$ cat config.mk
export PLATFORM = sky130hd
export DESIGN_NAME = breakpoint_read_classifier_core
export DESIGN_NICKNAME = d
export VERILOG_FILES = /design/src/rtl/brc_pkg.sv /design/src/rtl/brc_queue.sv /design/src/rtl/brc_front.sv /design/src/rtl/brc_back.sv /design/src/rtl/breakpoint_read_classifier_core.sv
export SDC_FILE = /design/constraint.sdc
export NUM_CORES = 2
export LEC_CHECK = 0
export BUFFER_PORTS_ARGS = -buffer_cell sky130_fd_sc_hd__buf_2
export CORE_UTILIZATION = 50
export DETAILED_ROUTE_END_ITERATION = 8
export HOLD_SLACK_MARGIN = 0.06
export MAX_ROUTING_LAYER = met4
export PLACE_DENSITY_LB_ADDON = 0.08
export SYNTH_ARGS = -nofsm -noshare
export SYNTH_HDL_FRONTEND = slang
export SYNTH_SLANG_ARGS = --single-unit
$ cat constraint.sdc
create_clock -name clk -period 9.1 [get_ports clk]
set_input_delay 1.365 -clock clk [delete_from_list [all_inputs] [get_ports clk]]
set_output_delay 1.365 -clock clk [all_outputs]
set_load 0.03 [all_outputs]
$ cat src/rtl/brc_pkg.sv
// Shared constants, codes and types of the breakpoint read classifier.
package brc_pkg;

  localparam int COUNT_BITS_DEFAULT = 24;
  localparam int QUEUE_DEPTH        = 4;

  localparam int NODE_W  = 16;
  localparam int MATCH_W = 12;
  localparam int RLEN_W  = 12;
  localparam int MM_W    = 11;
  localparam int SUM_W   = 16;
  localparam int COV_W   = 44;
  localparam int CFG_W   = 16;
  localparam int IDX_W   = 2;
  localparam int FRAC_W  = 8;

  localparam logic [MM_W-1:0]  MIN_MATCH_RESET = MM_W'(10);
  localparam logic [COV_W-1:0] COV_MAX         = '1;

  // Configuration register indexes.
  localparam logic [IDX_W-1:0] REG_FIRST_VARIANT = 2'd0;
  localparam logic [IDX_W-1:0] REG_LAST_VARIANT  = 2'd1;
  localparam logic [IDX_W-1:0] REG_MIN_MATCH     = 2'd2;

  // Input item modes and result kinds.
  localparam logic MODE_NODE   = 1'b0;
  localparam logic MODE_QUERY  = 1'b1;
  localparam logic KIND_CLASS  = 1'b0;
  localparam logic KIND_STATS  = 1'b1;

  localparam logic [1:0] CLASS_NONE = 2'd0;

  // Header of one queue entry; the two read counts follow it.
  typedef struct packed {
    logic              kind;
    logic [1:0]        flank_class;
    logic              div_err;
    logic [RLEN_W-1:0] read_length;
    logic [RLEN_W-1:0] divisor;
  } hdr_t;

  localparam int HDR_W = $bits(hdr_t);

endpackage

$ cat src/rtl/brc_queue.sv
// Small first-in first-out queue between the classifier front and back.
module brc_queue #(
  parameter int WIDTH = 8,
  parameter int DEPTH = brc_pkg::QUEUE_DEPTH
) (
  input  logic             clk,
  input  logic             rst,
  input  logic             push,
  input  logic [WIDTH-1:0] push_data,
  output logic             full,
  input  logic             pop,
  output logic [WIDTH-1:0] pop_data,
  output logic             empty
);

  localparam int AW = (DEPTH > 1) ? $clog2(DEPTH) : 1;

  logic [WIDTH-1:0] mem [DEPTH];
  logic [AW:0]      wr_ptr;
  logic [AW:0]      rd_ptr;

  assign empty    = (wr_ptr == rd_ptr);
  assign full     = (wr_ptr[AW] != rd_ptr[AW]) && (wr_ptr[AW-1:0] == rd_ptr[AW-1:0]);
  assign pop_data = mem[rd_ptr[AW-1:0]];

  always_ff @(posedge clk) begin
    if (push && !full) begin
      mem[wr_ptr[AW-1:0]] <= push_data;
    end
  end

  always_ff @(posedge clk) begin
    if (rst) begin
      wr_ptr <= '0;
      rd_ptr <= '0;
    end else begin
      if (push && !full) begin
        wr_ptr <= wr_ptr + 1'b1;
      end
      if (pop && !empty) begin
        rd_ptr <= rd_ptr + 1'b1;
      end
    end
  end

endmodule

$ cat src/rtl/brc_front.sv
// Front part: configuration registers, flank sums, read classification and counters.
module brc_front #(
  parameter int COUNT_BITS = brc_pkg::COUNT_BITS_DEFAULT
) (
  input  logic                               clk,
  input  logic                               rst,
  input  logic                               cfg_we,
  input  logic [brc_pkg::IDX_W-1:0]          cfg_index,
  input  logic [brc_pkg::CFG_W-1:0]          cfg_data,
  input  logic                               in_valid,
  output logic                               in_stall,
  input  logic                               mode,
  input  logic [brc_pkg::NODE_W-1:0]         node_id,
  input  logic [brc_pkg::MATCH_W-1:0]        match_count,
  input  logic                               last_node,
  input  logic [brc_pkg::RLEN_W-1:0]         read_length,
  output logic                               q_push,
  output logic [brc_pkg::HDR_W+2*COUNT_BITS-1:0] q_data,
  input  logic                               q_full
);

  localparam int SW = brc_pkg::SUM_W;

  logic [brc_pkg::NODE_W-1:0] first_variant;
  logic [brc_pkg::NODE_W-1:0] last_variant;
  logic [brc_pkg::MM_W-1:0]   min_match;

  logic [SW-1:0]         left_sum, var_sum, right_sum;
  logic [COUNT_BITS-1:0] left_cnt, right_cnt;

  logic                  accept;
  logic                  in_left, in_var, in_right;
  logic [SW:0]           l_add, v_add, r_add;
  logic [SW-1:0]         left_new, var_new, right_new;
  logic [SW:0]           vr_sum, vl_sum;
  logic                  sup_left, sup_right;
  logic [COUNT_BITS-1:0] left_cnt_inc, right_cnt_inc;
  logic [brc_pkg::RLEN_W-1:0] twice_mm;
  logic                  div_err;
  brc_pkg::hdr_t         hdr;

  assign in_stall = q_full;
  assign accept   = in_valid && !in_stall;

  always_comb begin
    in_left  = node_id < first_variant;
    in_var   = !in_left && (node_id <= last_variant);
    in_right = !in_left && !in_var;

    l_add = {1'b0, left_sum}  + (SW+1)'(match_count);
    v_add = {1'b0, var_sum}   + (SW+1)'(match_count);
    r_add = {1'b0, right_sum} + (SW+1)'(match_count);

    // Sums saturate at all ones.
    left_new  = !in_left  ? left_sum  : (l_add[SW] ? '1 : l_add[SW-1:0]);
    var_new   = !in_var   ? var_sum   : (v_add[SW] ? '1 : v_add[SW-1:0]);
    right_new = !in_right ? right_sum : (r_add[SW] ? '1 : r_add[SW-1:0]);

    vr_sum = {1'b0, var_new} + {1'b0, right_new};
    vl_sum = {1'b0, var_new} + {1'b0, left_new};

    sup_left  = (left_new >= SW'(min_match))  && (vr_sum >= (SW+1)'(min_match));
    sup_right = (right_new >= SW'(min_match)) && (vl_sum >= (SW+1)'(min_match));

    left_cnt_inc  = (&left_cnt)  ? left_cnt  : left_cnt  + 1'b1;
    right_cnt_inc = (&right_cnt) ? right_cnt : right_cnt + 1'b1;

    twice_mm = {min_match, 1'b0};
    div_err  = read_length <= twice_mm;

    hdr.read_length = read_length;
    hdr.divisor     = read_length - twice_mm;
    if (mode == brc_pkg::MODE_QUERY) begin
      hdr.kind        = brc_pkg::KIND_STATS;
      hdr.flank_class = brc_pkg::CLASS_NONE;
      hdr.div_err     = div_err;
    end else begin
      hdr.kind        = brc_pkg::KIND_CLASS;
      hdr.flank_class = {sup_right, sup_left};
      hdr.div_err     = 1'b0;
    end
  end

  // A query snapshots the counters as they stand before any later read.
  assign q_push = accept && ((mode == brc_pkg::MODE_QUERY) || last_node);
  assign q_data = {hdr, left_cnt, right_cnt};

  always_ff @(posedge clk) begin
    if (rst) begin
      first_variant <= '0;
      last_variant  <= '0;
      min_match     <= brc_pkg::MIN_MATCH_RESET;
    end else if (cfg_we) begin
      case (cfg_index)
        brc_pkg::REG_FIRST_VARIANT: first_variant <= cfg_data;
        brc_pkg::REG_LAST_VARIANT:  last_variant  <= cfg_data;
        brc_pkg::REG_MIN_MATCH:     min_match     <= cfg_data[brc_pkg::MM_W-1:0];
        default: ;
      endcase
    end
  end

  always_ff @(posedge clk) begin
    if (rst) begin
      left_sum  <= '0;
      var_sum   <= '0;
      right_sum <= '0;
      left_cnt  <= '0;
      right_cnt <= '0;
    end else if (accept && (mode == brc_pkg::MODE_NODE)) begin
      if (last_node) begin
        left_sum  <= '0;
        var_sum   <= '0;
        right_sum <= '0;
        if (sup_left) begin
          left_cnt <= left_cnt_inc;
        end
        if (sup_right) begin
          right_cnt <= right_cnt_inc;
        end
      end else begin
        left_sum  <= left_new;
        var_sum   <= var_new;
        right_sum <= right_new;
      end
    end
  end

endmodule

$ cat src/rtl/brc_back.sv
// Back part: result register and the bit-serial coverage dividers.
module brc_back #(
  parameter int COUNT_BITS = brc_pkg::COUNT_BITS_DEFAULT
) (
  input  logic                                    clk,
  input  logic                                    rst,
  input  logic [brc_pkg::HDR_W+2*COUNT_BITS-1:0]  q_data,
  input  logic                                    q_empty,
  output logic                                    q_pop,
  output logic                                    out_valid,
  input  logic                                    out_stall,
  output logic                                    kind,
  output logic [1:0]                              flank_class,
  output logic [brc_pkg::COV_W-1:0]               left_coverage,
  output logic [brc_pkg::COV_W-1:0]               right_coverage,
  output logic                                    divisor_error
);

  localparam int RW    = brc_pkg::RLEN_W;
  localparam int CW    = brc_pkg::COV_W;
  localparam int NUM_W = COUNT_BITS + RW + brc_pkg::FRAC_W;
  localparam int QW    = (NUM_W > CW) ? NUM_W : CW;
  localparam int STW   = $clog2(NUM_W);

  localparam logic [1:0] ST_IDLE = 2'd0;
  localparam logic [1:0] ST_MUL  = 2'd1;
  localparam logic [1:0] ST_DIV  = 2'd2;
  localparam logic [1:0] ST_DONE = 2'd3;

  logic [1:0]            state, state_next;
  logic [STW-1:0]        step;
  brc_pkg::hdr_t         hdr;
  logic [COUNT_BITS-1:0] head_cnt [2];
  logic [COUNT_BITS-1:0] cnt [2];
  logic [RW-1:0]         rlen;
  logic [RW-1:0]         divisor;
  logic [NUM_W-1:0]      dvd [2];
  logic [RW-1:0]         rem [2];
  logic [NUM_W-1:0]      dvd_next [2];
  logic [RW-1:0]         rem_next [2];
  logic [CW-1:0]         cov [2];
  logic                  out_free;
  logic                  direct;

  assign hdr         = brc_pkg::hdr_t'(q_data[brc_pkg::HDR_W+2*COUNT_BITS-1 -: brc_pkg::HDR_W]);
  assign head_cnt[0] = q_data[2*COUNT_BITS-1:COUNT_BITS];
  assign head_cnt[1] = q_data[COUNT_BITS-1:0];

  assign out_free = !out_valid || !out_stall;
  // Classifications and failed queries go straight to the result register.
  assign direct   = (hdr.kind == brc_pkg::KIND_CLASS) || hdr.div_err;
  assign q_pop    = (state == ST_IDLE) && !q_empty && (!direct || out_free);

  // One restoring-division step per lane and cycle.
  for (genvar g = 0; g < 2; g++) begin : g_lane
    logic [RW:0] trial;
    logic        ge;
    logic [QW-1:0] qx;
    always_comb begin
      trial       = {rem[g], dvd[g][NUM_W-1]};
      ge          = trial >= {1'b0, divisor};
      rem_next[g] = ge ? RW'(trial - {1'b0, divisor}) : trial[RW-1:0];
      dvd_next[g] = {dvd[g][NUM_W-2:0], ge};
      qx          = QW'(dvd[g]);
      cov[g]      = (qx > QW'(brc_pkg::COV_MAX)) ? brc_pkg::COV_MAX : qx[CW-1:0];
    end
  end

  always_comb begin
    state_next = state;
    case (state)
      ST_IDLE: if (q_pop && !direct) state_next = ST_MUL;
      ST_MUL:  state_next = ST_DIV;
      ST_DIV:  if (step == STW'(NUM_W - 1)) state_next = ST_DONE;
      ST_DONE: if (out_free) state_next = ST_IDLE;
      default: state_next = ST_IDLE;
    endcase
  end

  always_ff @(posedge clk) begin
    if (rst) begin
      state     <= ST_IDLE;
      out_valid <= 1'b0;
    end else begin
      state <= state_next;
      if ((state == ST_IDLE && q_pop && direct) || (state == ST_DONE && out_free)) begin
        out_valid <= 1'b1;
      end else if (!out_stall) begin
        out_valid <= 1'b0;
      end
    end
  end

  always_ff @(posedge clk) begin
    case (state)
      ST_IDLE: begin
        if (q_pop) begin
          cnt[0]  <= head_cnt[0];
          cnt[1]  <= head_cnt[1];
          rlen    <= hdr.read_length;
          divisor <= hdr.divisor;
          if (direct) begin
            kind           <= hdr.kind;
            flank_class    <= hdr.flank_class;
            divisor_error  <= hdr.div_err;
            left_coverage  <= '0;
            right_coverage <= '0;
          end
        end
      end
      ST_MUL: begin
        step <= '0;
        for (int i = 0; i < 2; i++) begin
          dvd[i] <= {(COUNT_BITS + RW)'(cnt[i] * rlen), brc_pkg::FRAC_W'(0)};
          rem[i] <= '0;
        end
      end
      ST_DIV: begin
        step <= step + 1'b1;
        for (int i = 0; i < 2; i++) begin
          dvd[i] <= dvd_next[i];
          rem[i] <= rem_next[i];
        end
      end
      ST_DONE: begin
        if (out_free) begin
          kind           <= brc_pkg::KIND_STATS;
          flank_class    <= brc_pkg::CLASS_NONE;
          divisor_error  <= 1'b0;
          left_coverage  <= cov[0];
          right_coverage <= cov[1];
        end
      end
      default: ;
    endcase
  end

endmodule

$ cat src/rtl/breakpoint_read_classifier_core.sv
// Top level of the breakpoint read classifier: front, queue and back joined.
//
// Input channel (in_valid / in_stall): one transfer per alignment node record
// (mode 0) or coverage query (mode 1). Node records are taken one per cycle
// while the queue has room; a record that is not the last node of its read
// gives no result.
// Output channel (out_valid / out_stall): one transfer per classification or
// query result. A classification passes through the queue and then the
// result register after its last node is taken. A coverage query passes the
// queue; the back part then forms the count times read length product, runs
// the two bit-serial restoring dividers, which work in parallel, and loads
// the result register; a query whose divisor is not positive takes the
// short path like a classification.
// The four-entry queue between front and back lets node records keep
// streaming while a query divides; the front stalls only when it is full.
// When the receiver stalls, the result register holds its transfer and the
// back part waits; the queue then fills and in_stall rises.
// Synchronous reset clears the sums, the read counters, the queue and the
// result valid flag and loads the register defaults (min_match is 10).
// Configuration writes through cfg_we / cfg_index / cfg_data take effect at
// the next edge and must only be made while the block is idle.
module breakpoint_read_classifier_core #(
  parameter int COUNT_BITS = brc_pkg::COUNT_BITS_DEFAULT
) (
  input  logic                        clk,
  input  logic                        rst,
  input  logic                        cfg_we,
  input  logic [brc_pkg::IDX_W-1:0]   cfg_index,
  input  logic [brc_pkg::CFG_W-1:0]   cfg_data,
  input  logic                        in_valid,
  output logic                        in_stall,
  input  logic                        mode,
  input  logic [brc_pkg::NODE_W-1:0]  node_id,
  input  logic [brc_pkg::MATCH_W-1:0] match_count,
  input  logic                        last_node,
  input  logic [brc_pkg::RLEN_W-1:0]  read_length,
  output logic                        out_valid,
  input  logic                        out_stall,
  output logic                        kind,
  output logic [1:0]                  flank_class,
  output logic [brc_pkg::COV_W-1:0]   left_coverage,
  output logic [brc_pkg::COV_W-1:0]   right_coverage,
  output logic                        divisor_error
);

  localparam int ENTRY_W = brc_pkg::HDR_W + 2 * COUNT_BITS;

  logic               q_push;
  logic [ENTRY_W-1:0] q_push_data;
  logic               q_full;
  logic               q_pop;
  logic [ENTRY_W-1:0] q_pop_data;
  logic               q_empty;

  // Sums, counters and classification; one entry per result.
  brc_front #(.COUNT_BITS(COUNT_BITS)) u_front (
    .clk         (clk),
    .rst         (rst),
    .cfg_we      (cfg_we),
    .cfg_index   (cfg_index),
    .cfg_data    (cfg_data),
    .in_valid    (in_valid),
    .in_stall    (in_stall),
    .mode        (mode),
    .node_id     (node_id),
    .match_count (match_count),
    .last_node   (last_node),
    .read_length (read_length),
    .q_push      (q_push),
    .q_data      (q_push_data),
    .q_full      (q_full)
  );

  brc_queue #(.WIDTH(ENTRY_W), .DEPTH(brc_pkg::QUEUE_DEPTH)) u_queue (
    .clk       (clk),
    .rst       (rst),
    .push      (q_push),
    .push_data (q_push_data),
    .full      (q_full),
    .pop       (q_pop),
    .pop_data  (q_pop_data),
    .empty     (q_empty)
  );

  // Coverage division and the output register.
  brc_back #(.COUNT_BITS(COUNT_BITS)) u_back (
    .clk            (clk),
    .rst            (rst),
    .q_data         (q_pop_data),
    .q_empty        (q_empty),
    .q_pop          (q_pop),
    .out_valid      (out_valid),
    .out_stall      (out_stall),
    .kind           (kind),
    .flank_class    (flank_class),
    .left_coverage  (left_coverage),
    .right_coverage (right_coverage),
    .divisor_error  (divisor_error)
  );

endmodule

### Word level (Yosys, flattened, before mapping)

Memories as Yosys holds them, arrays and structs flattened. A register that Yosys moved wholly into a read port is not among the register bits.
Index checks and enable logic that the tools add are counted.
Widths: inputs -> output; s select.

* word-level logic and storage cells: 168
* flip-flop bits (word level): 270
* output and inout bits: 94
* memories kept: 4
* memory bits (writable): 464
* input port bits: 65

Memories
* u_queue.mem: words 4, bits a word 76, rd ports 1, clocked after memory_dff 1, write ports 1, line brc_queue.sv:18 `logic [WIDTH-1:0] mem [DEPTH];`
* u_back.dvd: words 2, bits a word 44, rd ports 2, clocked after memory_dff 0, write ports 2, line brc_back.sv:37 `logic [NUM_W-1:0] dvd [2];`
* u_back.cnt: words 2, bits a word 24, rd ports 2, clocked after memory_dff 0, write ports 2, line brc_back.sv:34 `logic [COUNT_BITS-1:0] cnt [2];`
* u_back.rem: words 2, bits a word 12, rd ports 2, clocked after memory_dff 0, write ports 2, line brc_back.sv:38 `logic [RW-1:0] rem [2];`

* equality and inequality tests: 15
* order comparisons: 11
* multiplexer cells: 53
* bitwise gates (word level): 8
* add/subtract/negate cells: 13
* multipliers: 2
* reductions and logical operators: 42

Operators with widths (count)
* $mux 44: 8
* $pmux 44 s2: 2
* $mux 16: 9
* $gt 44x44->1 const B: 2
* $mul 24x12->36: 2
* $add 16x12->17: 3
* $add 24x1->24 const B: 2
* $mux 12: 4
* $reduce_and 24->1: 2
* $sub 12x12->12: 3
* $add 16x16->17: 2
* $ge 17x11->1: 2
* $ge 16x11->1: 2
* $ge 13x12->1: 2
* $mux 1: 17
* $le 16x16->1: 1
* $logic_and 1x1->1: 16
* $lt 16x16->1: 1
* $mux 2: 7
* $le 12x12->1: 1
* $ne 2x1->1 const B: 6
* $pmux 6 s2: 1
* $reduce_and 4->1: 3
* $pmux 2 s4: 1
* 19 further kinds: 45

### Longest topological paths before layout

* depth after elaboration: 10
* gate-level depth with buffers: 33
* gate-level depth less buffers: 31

### Cells and area by module

From an unflattened synthesis, not the netlist that was laid out.

* cell total of the unflattened synthesis: 4987
* area, all modules: 53376.2 sq um

Modules (own cells, without submodules)
* brc_back: times used 1, area an instance 29975.0 sq um, sequential area each 8528.2 sq um, cells an instance 3030
* brc_front: times used 1, area an instance 11882.6 sq um, sequential area each 2782.7 sq um, cells an instance 1492
* brc_queue: times used 1, area an instance 11518.5 sq um, sequential area each 9288.9 sq um, cells an instance 465

### Worst setup path before layout

Ideal clock, no wire load.

* kind: input port to flip-flop
* start: input port match_count[0] in the netlist's numbering
* end: register u_front.right_cnt[12]
* slack: 1342 ps
* arrival: 7635 ps
* required time: 8977 ps
* cell stages on the path: 33
* buffers on the path: 2
* cell sequence: ha_1 -> fa_1 -> a21o_1 -> a21oi_1 -> o21bai_1 -> a21oi_1 -> o21bai_1 -> a41oi_1 -> a21oi_1 -> a311o_1 -> clkbuf_1 -> o22a_1 -> ha_1 -> a21o_1 -> a21oi_1 -> o21ai_0 -> a21oi_1 -> o21bai_1 -> a21oi_1 -> o21bai_1 -> a21oi_1 -> xnor2_1 -> ha_1 -> nand4_1 -> nor2_1 -> nor2_1 -> a21oi_1 -> o311a_1 -> or4_1 -> a211oi_2 -> buf_2 -> nor4_1 -> mux2_1

* cells in the longest elaborated chain, start to end: 7
* elaborated cells on any way between the ends: 14
* classes of those cells: add/sub: 4; order compare: 2; mux: 6; reduce/logical: 2

RTL lines
* start, declared: line breakpoint_read_classifier_core.sv:34 `input logic [brc_pkg::MATCH_W-1:0] match_count,`
* $add 16x12->17, on equally long branches: line brc_front.sv:51, brc_front.sv:50
* $mux 16, on equally long branches (2 in a row): line brc_front.sv:56, brc_front.sv:55
* $add 16x16->17: line brc_front.sv:60 `vl_sum = {1'b0, var_new} + {1'b0, left_new};`
* $ge 17x11->1: line brc_front.sv:63 `sup_right = (right_new >= SW'(min_match)) && (vl_sum >= (SW+1)'(min_match));`
* $logic_and 1x1->1 *: line brc_front.sv:63
* $reduce_and 4->1 (no line) *
* end signal, assigned: line brc_front.sv:119 `right_cnt <= right_cnt_inc;`
* end, declared: line brc_front.sv:29 `logic [COUNT_BITS-1:0] left_cnt, right_cnt;`

Mark *: on every way between the ends. The rest lies on a longest branch, timed or not.
A chain may end at the register's enable or synchronous reset.

### Final worst setup path

* start: input port match_count[0] in the netlist's numbering
* end: register u_front.right_cnt[9]

The elaborated chain is that of the path after synthesis.

==> key figures <==
Setup path
  • Reg2reg start: u_front.var_sum[0]$_SDFFE_PP0P_
  • Worst reg2reg path endpoint: u_front.right_cnt[9]$_SDFFE_PP0P_
  • Delay-heaviest family, CP: compound AO/OA/AOI/OAI gates
  • Reg2Reg Depth: 32
  • Critical path required time: 9620 ps
  • WP data arrival: 8540 ps
  • Crit-path max cell delay: 560 ps
  • Critical Path Most Common Cell: a21oi_1
  • Critical Setup Path Class: in2reg
  • Crit path max fanout: 26
  • Worst Setup End Kind: flop
  • Critical path buffers and inverters: 2
  • Crit path launch type: input port
  • Crit-path slowest cell: or4_1
  • R2R Setup Slk: 1570 ps
  • WP depth: 33

CTS
  • Clk_lat worst skew: 660 ps
  • Post-CTS setup buffers: 0
  • CTS Sinks: 731
  • CTS HTree Levels: 3
  • Post-CTS sizing: 0
  • Cts bufs inserted: 81
  • Clock-pin transition on the worst setup and hold timing paths: 60 ps
  • CTS root buf: clkbuf_16
  • Hold buffers post-CTS: 0
  • Deepest clock path buffer count: 3
  • CTS tree: yes

Logic synthesis
  • Syn Std Cell Area: 51500 um2
  • Leading area contributor after synthesis: edfxtp_1
  • Async S/R FF share, synth: 0%
  • Synth Flop Type: edfxtp_1
  • Post-Syn Area per Cell: 11.0 um2
  • EDFF count, synth: 581
  • Synth unique cells: 93
  • Cells after synthesis: 4674
  • Syn_nets: 5525
  • Yosys top cell area share: 33.9%
  • #FFs+latches synth: 731
  • Top cells by count, synth: nand2_1, edfxtp_1, inv_1
  • Count leader, synth: nand2_1
  • Yosys warns: 0
  • Synth top area cells: edfxtp_1, fa_1, ha_1, dfxtp_1, nand2_1
  • Seq/Total Area, Yosys: 39.7%

Detailed routing
  • Post-route ant nets: 0
  • Wire per inst: 18.3 um
  • Vias: 33600
  • Routed wire length: 113000 um
  • Initial DRT Pass Iterations: 6
  • Initial DRC Count: 1688
  • DRC Markers: 0
  • Vias per std cell: 5.44

STA
  • Hold Violations, Final: 0
  • Max Clock Freq: 0.125 GHz
  • Worst-margin pin slew: 1160 ps
  • Skew final: 26.0 ps
  • RSZ-0062 raised after global routing: no
  • Setup_tns: 0 ps
  • Slew Viols, Final: 0
  • Final worst path period share: 88.1%
  • Minimum clock period: 8010 ps
  • Final setup fails: 0
  • Relative slew slack: 22.4%

Run status
  • Status: finished, final reports clean

GRT
  • Vias in the first global route: 34400
  • Pin count of the biggest net entering global routing: 127
  • First-pass GRT wire length: 186000 um
  • Tot GR Track Use: 23.2%
  • Grt ovf: 0
  • Antenna violations before repair: 5

Place
  • Final GP Congestion: 0.869
  • Detailed Place HPWL: 83400 um
  • Port Buf Inserts: 158

Min path
  • HP Start: u_front.first_variant[1]$_SDFFE_PP0P_
  • Worst hold path type: reg2reg
  • Hold Crit Endpoint: u_front.first_variant[1]$_SDFFE_PP0P_
  • WHS Path Cells: 2

Cells and area
  • Fillcell total: 8912
  • FF+latch area: 20500 um2
  • Layout overhead on the synthesized area: 9.39%
  • Share of layout cells above drive strength 1: 10.4%
  • Total Nets Final: 5592
  • Multi-input logic area: 28200 um2

Floorplan
  • Die area: 104000 um2
  • # rows: 117
  • Core area: 102000 um2
  • Die Y: 323 um
  • Ports: 159
  • Initial cell density of the core: 50.5%
  • Die width: 323 um

Flow run
  • MaxCap Viol Count: 0
-- flip-flops by register name, indices dropped and copies added, names as in the netlist, 12 cells and up, named ones only --
signal,cells
u_back.divisor,12
u_back.left_coverage,44
u_front.var_sum,16
u_front.left_cnt,24
u_queue.mem,300
u_back.rem,24
u_front.first_variant,16
u_back.cnt,48
u_front.left_sum,16
u_front.right_cnt,24
u_front.last_variant,16
u_back.dvd,88
u_front.right_sum,16
u_back.right_coverage,44
-- worst reg2reg max path: cells and delay by family, from the launching register on --
kind	cells	cell delay [ps]
adders and majority gates	4	1210
xor gates and xnor gates	1	140
muxes	1	370
buffers and inverters	1	330
and+or+nand+nor	5	900
DFF	1	350
AOI/OAI and AO/OA	20	4100
-- layer usage --
metal / GRT usage, % / share of wire [%] / vias to the layer above
met1: 31.9 / 47 / 16900
li1: - / - / 16000
met2: 37.1 / 47 / 551
met5: - / 0 / -
met3: 2.56 / 3.7 / 124
met4: 5.38 / 1.7 / 0
-- layout by cell type (no fill, tap or decap), types with 25 or more instances in the layout --
cell type	Yosys	routed
ha_1	338	335
nor3_1	30	29
nand2_1	664	664
mux4_2	75	75
a31oi_1	27	26
fa_1	448	448
mux2_2	25	25
xnor2_1	75	75
a21oi_1	170	170
nand2b_1	35	35
nand3_1	76	76
nor4_1	29	28
xor2_1	53	53
a21o_1	72	72
nor2_1	201	201
o31ai_1	31	30
buf_2	6	157
inv_1	524	524
nor2b_1	64	64
a22oi_1	35	34
nand4_1	32	32
buf_4	1	47
o21a_1	29	29
edfxtp_1	581	581
o21ai_0	136	136
dfxtp_1	150	148
and2_1	269	265
clkbuf_16	0	81
-- kinds of logic after synthesis --
family                   Yosys count  share of synthesized area [%]
adder cells (fa/ha/maj)          786                           25.6
buffers and inverters            749                           5.56
AO/OA/AOI/OAI                    658                           8.34
flip-flops                       731                           39.7
AND/OR/NAND/NOR                 1481                           13.8
XOR/XNOR                         128                           2.18
multiplexers                     141                           4.76
-- layout make-up --
cell class	instances	area share [%]
inverters	525	3.50
flip-flops and latches	731	36.3
diodes	3	0.0133
clock buffers	102	3.89
well taps	1368	3.04
repair buffers	208	2.17
clock inverters	50	0.891
multi-input cells	3194	50.2
-- worst max-delay path by stage --
stage / start / slack, ps / end
after floorplan: match_count[0] / 1340 / u_front.right_cnt[12]$_SDFFE_PP0P_
after global placement: match_count[0] / 540 / u_front.right_cnt[3]$_SDFFE_PP0P_
after detailed placement: match_count[0] / 490 / u_front.right_cnt[9]$_SDFFE_PP0P_
after CTS: match_count[0] / 1150 / u_front.right_cnt[9]$_SDFFE_PP0P_
after global routing: match_count[0] / 550 / u_front.right_cnt[9]$_SDFFE_PP0P_
final: match_count[0] / 1090 / u_front.right_cnt[9]$_SDFFE_PP0P_
-- stage by stage --
stage               hold WS (ps)  cells  cell area, um2  util (%)  worst slack (ps)
global route                 473   6181           56300      55.2               547
finish                       453   6181           56300      55.2              1090
global placement             443   6026           53600      52.6               543
detailed placement           446   6026           53600      52.6               494
CTS                          454   6178           56300      55.2              1150
floorplan                    436   4674           51500         -              1340
Power is left out: the tool's default activity adds up to more than one toggle a clock period on the data nets, which glitch-free logic cannot reach.
